### src/rtl/core/triangle_box_uv_projection_assert.svh
// ---------------------------------------------------------------------------
// triangle box uv projection assertion macros
// concurrent assertion wrappers, empty when SYNTHESIS is defined
// ---------------------------------------------------------------------------
`ifndef TRIANGLE_BOX_UV_PROJECTION_ASSERT_SVH
`define TRIANGLE_BOX_UV_PROJECTION_ASSERT_SVH

`ifndef SYNTHESIS

// same-cycle implication
`define TBUVP_ASSERT_IMPLY(name, clk, rst, ante, cons) \
   name: assert property (@(posedge clk) disable iff (rst) (ante) |-> (cons)) \
      else $error("tbuvp assertion failed");

// next-cycle implication
`define TBUVP_ASSERT_NEXT(name, clk, rst, ante, cons) \
   name: assert property (@(posedge clk) disable iff (rst) (ante) |=> (cons)) \
      else $error("tbuvp assertion failed");

`else

`define TBUVP_ASSERT_IMPLY(name, clk, rst, ante, cons)

`define TBUVP_ASSERT_NEXT(name, clk, rst, ante, cons)

`endif

`endif

### src/rtl/core/tbuvp_pkg.sv
// ---------------------------------------------------------------------------
// tbuvp_pkg
// shared constants and types of the triangle box uv projection block
// ---------------------------------------------------------------------------
package tbuvp_pkg;

   // uv scale, unsigned Q0.16
   localparam int SCALE_WIDTH = 16;
   localparam int ROUND_BIAS  = 1 << (SCALE_WIDTH - 1);

   // register file
   localparam int CSR_INDEX_WIDTH = 1;
   localparam logic [CSR_INDEX_WIDTH-1:0] CSR_INV_SCALE  = 1'd0;
   localparam logic [CSR_INDEX_WIDTH-1:0] CSR_RIGHT_NEG  = 1'd1;
   localparam logic [SCALE_WIDTH-1:0]     INV_SCALE_RESET = 16'd1311;
   localparam logic                       RIGHT_NEG_RESET = 1'b1;

   // facing codes
   localparam int FACING_WIDTH = 2;
   typedef logic [FACING_WIDTH-1:0] facing_type;
   localparam facing_type FACING_UP      = 2'd0;
   localparam facing_type FACING_FORWARD = 2'd1;
   localparam facing_type FACING_RIGHT   = 2'd2;

   // pipeline stages
   localparam int STG_DIFF   = 0;
   localparam int STG_MUL    = 1;
   localparam int STG_CROSS  = 2;
   localparam int STG_ABS    = 3;
   localparam int STG_PICK   = 4;
   localparam int STG_SEL    = 5;
   localparam int STG_SCALE  = 6;
   localparam int STG_OUT    = 7;
   localparam int NUM_STAGES = 8;

endpackage

### src/rtl/core/tbuvp_scale.sv
// ---------------------------------------------------------------------------
// tbuvp_scale
// one uv lane: multiply by the reciprocal scale, round, saturate
// ---------------------------------------------------------------------------
module tbuvp_scale import tbuvp_pkg::*; #(
   parameter int COORD_WIDTH = 24
) (
   input  logic                          clock,
   input  logic                          mul_en,
   input  logic                          out_en,
   input  logic signed [COORD_WIDTH:0]   coord,
   input  logic [SCALE_WIDTH-1:0]        inv_scale,
   output logic signed [COORD_WIDTH-1:0] result
);

   localparam int PW = COORD_WIDTH + SCALE_WIDTH + 2;
   localparam int QW = PW - SCALE_WIDTH;
   localparam logic signed [QW-1:0] Q_MAX = QW'((64'sd1 <<< (COORD_WIDTH - 1)) - 64'sd1);
   localparam logic signed [QW-1:0] Q_MIN = -Q_MAX - QW'(1);

   logic signed [PW-1:0]          prod_ff, prod_in;
   logic signed [PW-1:0]          biased;
   logic signed [QW-1:0]          quot;
   logic signed [COORD_WIDTH-1:0] result_ff, result_in;

   assign prod_in = coord * $signed({1'b0, inv_scale});

   // round half up, then clamp to the coordinate range
   always_comb begin
      biased = prod_ff + PW'(ROUND_BIAS);
      quot   = QW'(biased >>> SCALE_WIDTH);
      if (quot > Q_MAX) begin
         result_in = Q_MAX[COORD_WIDTH-1:0];
      end else if (quot < Q_MIN) begin
         result_in = Q_MIN[COORD_WIDTH-1:0];
      end else begin
         result_in = quot[COORD_WIDTH-1:0];
      end
   end

   always_ff @(posedge clock) begin
      if (mul_en) begin
         prod_ff <= prod_in;
      end
      if (out_en) begin
         result_ff <= result_in;
      end
   end

   assign result = result_ff;

endmodule

### config.mk
export PLATFORM = sky130hd
export DESIGN_NAME = tbuvp_scale
export DESIGN_NICKNAME = d
export VERILOG_FILES = /design/src/rtl/core/triangle_box_uv_projection_assert.svh /design/src/rtl/core/tbuvp_pkg.sv /design/src/rtl/core/tbuvp_scale.sv
export SDC_FILE = /design/constraint.sdc
export NUM_CORES = 1
export LEC_CHECK = 0
export BUFFER_PORTS_ARGS = -buffer_cell sky130_fd_sc_hd__buf_2
export CELL_PAD_IN_SITES_DETAIL_PLACEMENT = 0
export CELL_PAD_IN_SITES_GLOBAL_PLACEMENT = 2
export CORE_ASPECT_RATIO = 1.2
export CORE_MARGIN = 2
export CORE_UTILIZATION = 45
export CTS_CLUSTER_SIZE = 25
export DETAILED_ROUTE_END_ITERATION = 7
export GPL_TIMING_DRIVEN = 0
export PLACE_DENSITY_LB_ADDON = 0.1
export SETUP_SLACK_MARGIN = 0.3
export SLEW_MARGIN = 20
export SYNTH_ARGS = -nofsm -noshare
export SYNTH_HDL_FRONTEND = slang
export SYNTH_SLANG_ARGS = --single-unit
### constraint.sdc
create_clock -name clock -period 17.8 [get_ports clock]
set_input_delay 3.56 -clock clock [delete_from_list [all_inputs] [get_ports clock]]
set_output_delay 3.56 -clock clock [all_outputs]
set_load 0.02 [all_outputs]
==> reports/summary.md, run 1 <==
The critical path is of the input pin to flip-flop type. Maximum count of clock buffers along a single path: 2. Including well taps, the total number of placed cells is 2281.

After clock tree synthesis, the setup repair step added 0 buffers. The tools report the starting DRC count in detailed routing as 570. The commonest cells after synthesis are inv_1, fa_1, nand2_1, and2_1, ha_1. For the final cell count without fillers, the log shows 2290. The worst hold path class was flip-flop to flip-flop.

The floorplan step defined a core boundary enclosing 35850 um2. For the met2 capacity usage during global routing, the log shows 51.04%. The global-route wire length before repair was 76.10 mm. STA classifies the critical path startpoint as an input pin. TritonCTS built the clock tree. The number of rows created at floorplan is 76, and the max-cap violation count is 0. The die covers 37850 um2. Relative to the synthesized area, the layout overhead comes to 6.494%. The run gives 40.52 mm as the final HPWL from detailed placement.

In this run, CTS created clock tree buffers numbering 5. In this run the tool buffered the top-level ports with 65 buffer cells. In the post-route analysis, the smallest setup slack over all paths is 6.742 ns.

The critical path arrival is 11.11 ns, and the number of nets in the finished design is 2355. For this run, the number of Yosys warnings is 0. For the fraction of met3 tracks used by global routing, the log shows 2.689%.

Setup repair after global routing left no endpoint under its margin. The floorplan step set the die height to 212.7 um. For the hold violation total from the final report, the log shows 0.

The logs give 3 for the number of antenna violations at the first check in global routing and 0 for the number of pins with negative max-slew slack in the final report. When the netlist entered floorplanning its net count stood at 2283. The highest attainable clock frequency is 0.09043 GHz. The total overflow left after global routing is 0. Once detail routing completed, the nets flagged for antenna violations numbered 0. For the worst-skew pair, the clock arrives at the later sink with an insertion delay of 0.30 ns. For the I/O pin total, the log shows 68. Counting flops and latches in the post-synthesis netlist gives 51. The tools report the summed negative setup slack over all endpoints as 0 ns. Share of async-settable or async-resettable flops after synthesis: 0%. The synthesized area divided by synthesized cell count works out to 9.346 um2.

In the routed design, unresolved DRC markers number 0. The total routing resource utilization after global routing is 27.84%, and the actual slew at the worst max-slew pin is 1.097 ns. STA classifies the critical path endpoint as a flip-flop. Prevailing post-synth register cell: edfxtp_1. Entering global routing, the biggest net connects 28 pins.

The area share of the largest cell type after synthesis works out to 47.67%. The tools report the maximum level of the CTS H-tree as 2. For this run, the detailed router's first-pass iteration total came to 5. For the setup skew after layout, the log shows 0.006701 ns. The number of synthesized flops with an enable pin is 51, and the weighted congestion at the end of routability-driven global placement is 0.9072.

For this run, global-route usage on met1 was measured as 32.39%. The tree built by TritonCTS fans out to 51 sinks. The peak fanout along the critical path is 10. The starting utilization of the core area was 45.57%. The number of standard cells after synthesis was 1748; the setup violation total in the final timing report was 0. The minimum clock period was 11.06 ns; the via count was 11810.

The number of hold-repair buffers added at the cts stage was 0. By area the synthesized netlist is led by fa_1, inv_1, edfxtp_1, ha_1, and2_1. In the final layout, the share of cells above drive strength 1 is 5.107%.

The max-slew headroom at the worst pin came out at 26.87%. Timing analysis after detailed placement gives a worst setup slack of 6.500 ns. The most common cell in the synthesized netlist is inv_1.

The synthesized design spends more area on one cell type than any other, namely fa_1. After clock tree synthesis, the clock-pin slew on the worst setup and hold paths is 0.06 ns. In this run the most used layer during global routing was met2. Sequential cells were found to cover 9.374% of the synthesized design area. The via count of the first global-routing pass is 13380, and the number of gates resized after cts is 0.

The average wire per cell in the routed design works out to 21.27 um. The via count normalized by instance count came out at 5.156. In this run the horizontal extent of the chip is 177.9 um. The count of different cell masters after synthesis was 56.

The run finished with clean final reports. The post-synthesis instance area is 16340 um2. The final worst-path cycle share is 62.13%. STA puts the critical path data required time at 17.85 ns. The tools report the routed wire length as 48.70 mm.

The CTS root buffer is clkbuf_16.
layer usage:
| metal | vias to the layer above | wire length (um) |
|---|---|---|
| met5 | - | 0 |
| met4 | 0 | 2996 |
| met3 | 109 | 2404 |
| met2 | 315 | 25150 |
| met1 | 6116 | 18150 |
| li1 | 5267 | - |
sequential cells by signal, indices dropped and copies added (netlist names):
| name | cells |
|---|---|
| prod_ff | 27 |
| result | 24 |
cell families after synthesis:
logic type	share of synthesized area (%)
compound gates	4.672
simple gates	15.39
xor+xnor	2.834
fa+ha+maj	55.48
buf+inv	12.25
flops	9.374
path summary, 6_finish.rpt:
path	slack, ns	depth (start not counted)	endpoint	startpoint
worst max-delay path	6.74	21	prod_ff[40]	inv_scale[9]
worst min-delay path	0.69	2	result[15]	prod_ff[31]
worst max register to register	14.79	11	result[21]	prod_ff[17]
worst min register to register	0.69	2	result[15]	prod_ff[31]
area by class of cell:
class	instances	area [um2]
Fill cell	3538	18450
Multi-Input combinational cell	1177	12810
Inverter	451	1693
Sequential cell	51	1531
Tap cell	468	585.6
Timing Repair Buffer	65	325.3
Buffer	69	309.0
Clock buffer	6	128.9
Clock inverter	2	12.51
Antenna cell	1	2.502
cells in the final DEF, fill, tap and decap left out, types with 8 or more instances in the layout:
master / instances
fa_1: 389
nand3_1: 20
o21ai_0: 35
nor2b_1: 8
clkbuf_1: 64
a21o_1: 11
nand2_1: 257
nor3_1: 11
and3_1: 9
inv_1: 451
xor2_1: 17
xnor2_1: 34
and2_1: 161
a21oi_1: 35
edfxtp_1: 51
nor2_1: 24
nand4_1: 9
buf_2: 66
ha_1: 102
worst max-delay path, cell delays in order:
cell,delay (ns)
clkbuf_1,0.63
clkbuf_1,0.80
nand2_1,0.17
fa_1,0.55
inv_1,0.05
fa_1,0.48
fa_1,0.58
fa_1,0.46
fa_1,0.58
inv_1,0.07
fa_1,0.48
inv_1,0.04
ha_1,0.37
and3_1,0.20
nand4_1,0.21
or4_4,0.64
a311o_2,0.47
a2111oi_4,0.36
o21ai_2,0.13
nor2b_4,0.14
xnor2_2,0.12
through the flow:
stage	instance area (um2)	hold WS (ns)	util, %
finish	17400	0.6916	48.53
global route	17400	0.7503	48.52
CTS	17400	0.7031	48.52
detailed placement	17250	0.6822	48.13
global placement	17250	0.6772	48.11
floorplan	16340	0.6243	-
Power of run 1 is not shown: default switching activity piles up to over one toggle a cycle in this logic, so the estimate is an artifact.
==> run 2: changes to the inputs <==
--- a/config.mk
+++ b/config.mk
@@ -10,7 +10,7 @@
 export CELL_PAD_IN_SITES_GLOBAL_PLACEMENT = 2
 export CORE_ASPECT_RATIO = 1.2
 export CORE_MARGIN = 2
-export CORE_UTILIZATION = 45
+export CORE_UTILIZATION = 38
 export CTS_CLUSTER_SIZE = 25
 export DETAILED_ROUTE_END_ITERATION = 7
 export GPL_TIMING_DRIVEN = 0
==> constraint.sdc (replaced) <==
create_clock -name clock -period 8.9 [get_ports clock]
set_input_delay 1.78 -clock clock [delete_from_list [all_inputs] [get_ports clock]]
set_output_delay 1.78 -clock clock [all_outputs]
set_load 0.02 [all_outputs]
==> reports/summary.md, run 2 (same netlist as run 1, synthesis figures left out) <==
The run gives 0 (unchanged) as the final global-route overflow total. The starting DRC count in detailed routing was 615 (was 570). The longest individual stage delay on the worst path is 0.63 ns (was 0.80 ns). Max-slew headroom at the worst pin: 36.85% (was 26.87%). The run gives 80.12 mm (was 76.10 mm) as the global-route wire length before repair. The post-detailed-route count of antenna-violating nets is 0 (unchanged), and the peak fanout along the critical path is 10 (unchanged). The instance count along the most critical hold path came out at 2 (unchanged). Critical path's most frequent cell: fa_1 (unchanged).

The run finished with clean final reports. I/O pin total: 68 (unchanged). The highest attainable clock frequency came out at 0.1189 GHz. Depth of the worst register-to-register path: 11 (unchanged). For the via count of the first global-routing pass, the log shows 13620 (was 13380). For the summed negative setup slack over all endpoints, the log shows 0 ns (unchanged). Highest-count cells in the layout ignoring fill and taps: inv_1, fa_1, nand2_1, and2_1, ha_1 (unchanged). The number of buffers added by the clock tree synthesis step was 5 (unchanged); the clock-pin transition on the worst setup and hold timing paths was 0.07 ns (was 0.06 ns). Buffer count from post-CTS setup fixing: 0 (unchanged).

The kind of critical path was input pin to flip-flop (unchanged). The insertion delay to the later sink of the worst-skew pair is 0.29 ns (was 0.30 ns). Number of pins with negative max-slew slack in the final report: 0 (unchanged). The critical hold path startpoint is prod_ff[31] (unchanged). The number of gates resized after cts was 23 (was 0); the max-cap violation count was 0 (unchanged). The most common library cell in the layout ignoring fill and taps was inv_1 (unchanged). Worst hold path class: flip-flop to flip-flop (unchanged). The flip-flop count of the largest register after layout came out at 27 (unchanged).

Actual slew at the worst max-slew pin: 0.9472 ns (was 1.097 ns). The number of rows created at floorplan is 83 (was 76), and the total number of clock tree sinks is 51 (unchanged). The standard cell with the maximum stage delay on the critical path was or4_4 (was clkbuf_1). Category of the worst setup path launch point: an input pin (unchanged). The logs give 24.27% (was 27.84%) for the total routing resource utilization after global routing and 5 (unchanged) for the detailed-routing iteration count for the pre-antenna-repair pass.

The starting utilization of the core area is 38.37% (was 45.57%). The worst path in the final design needs a cycle of 8.413 ns, including I/O delays and setup. The maximum count of clock buffers along a single path is 2 (unchanged), and the data required time at the worst endpoint is 8.95 ns (was 17.85 ns).

The average wire per cell in the routed design is 21.51 um (was 21.27 um). The logs give 41.40% (was 48.53%) for the final core utilization and 0 (unchanged) for the hold violation total from the final report. The worst reg2reg path startpoint is prod_ff[17] (unchanged). Number of antenna violations at the first check in global routing: 1 (was 3). Growth of design area from synthesis to finish: 7.904% (was 6.494%). The fraction of layout cells with a size suffix above 1 is 7.633% (was 5.107%). The routed wire length was 51.09 mm (was 48.70 mm). The worst reg2reg path endpoint was result[11] (was result[21]). The number of nets in the finished design was 2355 (unchanged); the count of input and output buffers was 65 (unchanged). The sequential standard cell area is 1531 um2 (unchanged). For the floorplan core area, the log shows 42580 um2 (was 35850 um2). The critical path capture point type is a flip-flop (unchanged). For the via count, the log shows 11790 (was 11810). For the maximum level of the CTS H-tree, the log shows 2 (unchanged).

The register with the most flip-flops was prod_ff (unchanged). The die span in y was 231.1 um (was 212.7 um). Critical path, cell by cell: buf_2 -> clkbuf_2 -> nand2_1 -> fa_1 -> inv_1 -> fa_1 -> fa_1 -> fa_1 -> fa_1 -> inv_1 -> fa_1 -> inv_1 -> ha_1 -> and3_1 -> nand4_1 -> or4_4 -> a311o_2 -> a2111oi_4 -> o21ai_2 -> nor2b_4 -> xnor2_2 (was clkbuf_1 -> clkbuf_1 -> nand2_1 -> fa_1 -> inv_1 -> fa_1 -> fa_1 -> fa_1 -> fa_1 -> inv_1 -> fa_1 -> inv_1 -> ha_1 -> and3_1 -> nand4_1 -> or4_4 -> a311o_2 -> a2111oi_4 -> o21ai_2 -> nor2b_4 -> xnor2_2). The tools report the terminating pin of the worst hold path as result[15] (unchanged). The run gives 0 (unchanged) as the setup violation total in the final timing report. CTS root buffer: clkbuf_16 (unchanged). TritonCTS built the clock tree. For the maximum number of pins on one net before global-route repair, the log shows 28 (unchanged).

The combined area of the multi-input logic cells came out at 12810 um2 (unchanged). Dividing the final minimum period by the clock period gives 94.53%. Setup repair after global routing left no endpoint under its margin. The logs give 0.009781 ns (was 0.006701 ns) for the setup skew after layout and 8.46 ns (was 11.11 ns) for the critical path arrival. The via count normalized by instance count was 4.965 (was 5.156). The width of the die was 193.3 um (was 177.9 um); the weighted congestion at the end of routability-driven global placement was 0.8701 (was 0.9072). The tools report the total of fill cells in the finished design as 4418 (was 3538). The total DRC errors in the routed layout is 0 (unchanged).

The run gives 42.64 mm (was 40.52 mm) as the final HPWL from detailed placement. The worst reg-to-reg setup slack was 5.93 ns (was 14.79 ns). For the die footprint, the log shows 44670 um2 (was 37850 um2). For the number of hold-repair buffers added at the cts stage, the log shows 0 (unchanged).
## run 2: changes by cell type in the layout (fill, tap and decap cells not counted), sizes merged
cell | previous run | this run
diode | 1 | 2
buf | 67 | 75
clkinvlp | 1 | 0
clkbuf | 72 | 63
bufinv | 0 | 1
clkinv | 1 | 2
## run 2: metal layers
| layer | GRT usage (%) | share of wire, % | up-vias |
|---|---|---|---|
| met5 | 0 | 0 | - |
| met4 | 9.948 | 4.8 | 0 |
| met3 | 1.935 | 3.3 | 77 |
| met2 | 46.67 | 54 | 242 |
| met1 | 27.59 | 38 | 6199 |
| li1 | - | - | 5273 |
## run 2: layout make-up
class                           instances  share of cell area, %
Multi-Input combinational cell       1177                  72.67
Antenna cell                            2                0.02839
Tap cell                              552                  3.918
Timing Repair Buffer                   65                  1.845
Buffer                                 69                  2.321
Inverter                              451                  9.603
Clock buffer                            5                 0.7098
Clock inverter                          3                 0.2200
Sequential cell                        51                  8.688
## run 2: worst max-delay path: cells and delay by family
kind | cells | cell delay (ns)
compound gates | 3 | 0.97
xor+xnor | 1 | 0.12
fa+ha+maj | 7 | 3.52
buf+inv | 5 | 0.76
simple gates | 5 | 1.30
## run 2: how the worst max path moves through the flow
stage,start,end,cells after the start
2_1_floorplan,inv_scale[9],prod_ff[40],21
3_3_place_gp,inv_scale[9],prod_ff[40],21
3_5_place_dp,inv_scale[9],prod_ff[40],21
4_1_cts,inv_scale[6],prod_ff[40],22
5_1_grt,inv_scale[15],prod_ff[36],22
6_report,coord[11],prod_ff[40],21
## run 2: per-stage QoR
step | cell area (um2) | instances | hold slack (ns) | setup slack, ns
CTS | 17550 | 2373 | 0.7076 | 0.2464
global route | 17620 | 2373 | 0.7317 | 0.3011
floorplan | 16340 | 1748 | 0.6243 | 0.9372
detailed placement | 17350 | 2365 | 0.6894 | -0.6785
global placement | 17350 | 2365 | 0.6971 | -0.7172
finish | 17630 | 2375 | 0.7016 | 0.4867
Power of run 2 is left out for the same reason.
==> run 3: changes to the inputs <==
--- a/config.mk
+++ b/config.mk
@@ -14,7 +14,7 @@
 export CTS_CLUSTER_SIZE = 25
 export DETAILED_ROUTE_END_ITERATION = 7
 export GPL_TIMING_DRIVEN = 0
-export PLACE_DENSITY_LB_ADDON = 0.1
+export PLACE_DENSITY = 0.89
 export SETUP_SLACK_MARGIN = 0.3
 export SLEW_MARGIN = 20
 export SYNTH_ARGS = -nofsm -noshare
==> reports/summary.md, run 3 (same netlist as run 1, synthesis figures left out) <==
The tools report the sequential standard cell area as 1531 um2 (unchanged). The max-cap violation count is 0 (unchanged). Setup repair after global routing could not meet its margin everywhere.

The max-slew headroom at the worst pin was 32.88% (was 36.85%); the growth of design area from synthesis to finish was 7.850% (was 7.904%). For the maximum count of clock buffers along a single path, the log shows 2 (unchanged). The number of pins with negative max-slew slack in the final report was 0 (unchanged); the number of buffers added by the clock tree synthesis step was 5 (unchanged).

Sum of met2 wire segment lengths after detailed routing: 24.60 mm (was 27.48 mm). The count of input and output buffers came out at 65 (unchanged). For the number of antenna violations at the first check in global routing, the log shows 3 (was 1).

The total number of clock tree sinks is 51 (unchanged). The flip-flop count of the largest register after layout was 27 (unchanged). The starting DRC count in detailed routing is 728 (was 615). Highest-count cells in the layout ignoring fill and taps: inv_1, fa_1, nand2_1, and2_1, ha_1 (unchanged). The CTS root buffer is clkbuf_16 (unchanged).

I/O pin total: 68 (unchanged). Register with the most flip-flops: prod_ff (unchanged). The run gives 0.004089 ns (was 0.009781 ns) as the setup skew after layout. The highest attainable clock frequency is 0.1186 GHz (was 0.1189 GHz). The routed wire length was 47.76 mm (was 51.09 mm); the hold violation total from the final report was 0 (unchanged). The insertion delay to the later sink of the worst-skew pair was 0.29 ns (about the same); the number of rows created at floorplan was 83 (unchanged). TritonCTS built the clock tree. The instance count along the most critical hold path works out to 2 (unchanged). The combined area of the multi-input logic cells came out at 12810 um2 (about the same). The maximum level of the CTS H-tree came out at 2 (unchanged). Critical path arrival: 8.46 ns (about the same). The starting utilization of the core area was 38.37% (unchanged).

The via count is 12050 (was 11790). The run finished with clean final reports. The weighted congestion at the end of routability-driven global placement is 0.9287 (was 0.8701). For the post-detailed-route count of antenna-violating nets, the log shows 0 (unchanged). The final HPWL from detailed placement was 39.62 mm (was 42.64 mm).

The worst reg-to-reg setup slack was 5.95 ns (was 5.93 ns); the via count normalized by instance count was 5.079 (was 4.965). The kind of critical path is input pin to flip-flop (unchanged). The floorplan core area was 42580 um2 (unchanged). The worst hold path class is flip-flop to flip-flop (unchanged). The setup violation total in the final timing report was 0 (unchanged); the global-route wire length before repair was 76.16 mm (was 80.12 mm). The logs give 28 (unchanged) for the maximum number of pins on one net before global-route repair and 8.93 ns (was 8.95 ns) for the data required time at the worst endpoint.

The run gives 22.41% (was 24.27%) as the total routing resource utilization after global routing. The final core utilization is 41.38% (was 41.40%), and the minimum clock period is 8.435 ns (was 8.413 ns). The final worst-path cycle share is 94.77% (was 94.53%). The total of fill cells in the finished design came out at 4320 (was 4418). The worst reg2reg path startpoint is prod_ff[17] (unchanged). The die span in y is 231.1 um (unchanged). The buffer count from post-CTS setup fixing is 0 (unchanged). The actual slew at the worst max-slew pin works out to 1.007 ns (was 0.9472 ns).

Terminating pin of the worst hold path: result[17] (was result[15]). The average wire per cell in the routed design works out to 20.13 um (was 21.51 um). The fraction of layout cells with a size suffix above 1 came out at 7.743% (was 7.633%). The clock-pin transition on the worst setup and hold timing paths came out at 0.07 ns (about the same).

The routed length on met1 is 17.79 mm (was 19.47 mm). For the number of antenna diodes, the log shows 0 (was 2). The final global-route overflow total is 0 (unchanged), and the via count of the first global-routing pass is 13850 (was 13620). The tools report the worst reg2reg path endpoint as result[2] (was result[11]). The peak fanout along the critical path was 10 (unchanged).

The number of nets in the finished design was 2355 (unchanged). The total met3 wirelength after detailed routing came out at 2.448 mm (was 1.681 mm). The uppermost layer routed is met4 (unchanged).

For the worst hold slack, the log shows 0.6993 ns (was 0.7016 ns). The die footprint was 44670 um2 (unchanged); the width of the die was 193.3 um (unchanged). The tools report the detailed-routing iteration count for the pre-antenna-repair pass as 5 (unchanged). The tools report the critical path capture point type as a flip-flop (unchanged). The tools report the critical hold path startpoint as prod_ff[33] (was prod_ff[31]). The depth of the worst register-to-register path is 11 (unchanged), and the total DRC errors in the routed layout is 0 (unchanged). The tools report the category of the worst setup path launch point as an input pin (unchanged).

The most common library cell in the layout ignoring fill and taps is inv_1 (unchanged).
## run 3: cell types whose count changed in the layout (fill, tap and decap cells not counted), sizes merged
cell      previous run  this run
buf                 75        84
clkbuf              63        54
clkinvlp             0         2
diode                2         0
bufinv               1         0
clkinv               2         1
## run 3: worst max-delay path, stage by stage
cell and delay [ns]:
buf_2 0.26, clkbuf_4 0.32, nand2_1 0.11, fa_1 0.57, inv_1 0.06, fa_1 0.49, fa_1 0.57, fa_1 0.46
fa_1 0.58, inv_1 0.07, fa_1 0.47, inv_1 0.04, ha_1 0.37, and3_1 0.20, nand4_1 0.19, or4_4 0.63
a311o_2 0.47, a2111oi_4 0.36, o21ai_2 0.13, nor2b_4 0.14, xnor2_2 0.16
## run 3: area by class of cell
class	instances	share of cell area, %
Multi-Input combinational cell	1177	72.73
Sequential cell	51	8.692
Clock inverter	3	0.1136
Inverter	451	9.608
Timing Repair Buffer	65	1.846
Buffer	69	2.379
Clock buffer	5	0.7101
Tap cell	552	3.920
## run 3: repair_timing
action,4_1_cts,5_1_grt
endpoints found under the setup margin,6,7
hold buffers,0,0
gates resized for setup,33,83
## run 3: how the worst max path moves through the flow
stage	start	endpoint	depth (start not counted)	slack [ns]
2_1_floorplan	inv_scale[9]	prod_ff[40]	21	0.94
3_3_place_gp	inv_scale[9]	prod_ff[41]	20	-0.45
3_5_place_dp	inv_scale[9]	prod_ff[41]	20	-0.48
4_1_cts	inv_scale[3]	prod_ff[41]	20	0.31
5_1_grt	coord[12]	prod_ff[36]	23	0.30
6_report	inv_scale[8]	prod_ff[40]	21	0.47
## run 3: layer usage
layer | track usage (%) | up-vias
met2 | 41.21 | 391
met1 | 26.14 | 6246
met5 | 0 | -
met4 | 11.67 | 0
li1 | - | 5281
met3 | 1.746 | 134
## run 3: through the flow
| step | cells | worst slack (ns) | setup TNS [ns] | cell area (um2) |
|---|---|---|---|---|
| after floorplan | 1748 | 0.9372 | 0 | 16340 |
| after CTS | 2373 | 0.3107 | 0 | 17540 |
| final | 2373 | 0.4653 | 0 | 17620 |
| after detailed placement | 2365 | -0.4840 | -1.636 | 17350 |
| after global routing | 2373 | 0.2992 | 0 | 17620 |
| after global placement | 2365 | -0.4496 | -1.213 | 17350 |
Power of run 3 is left out for the same reason.
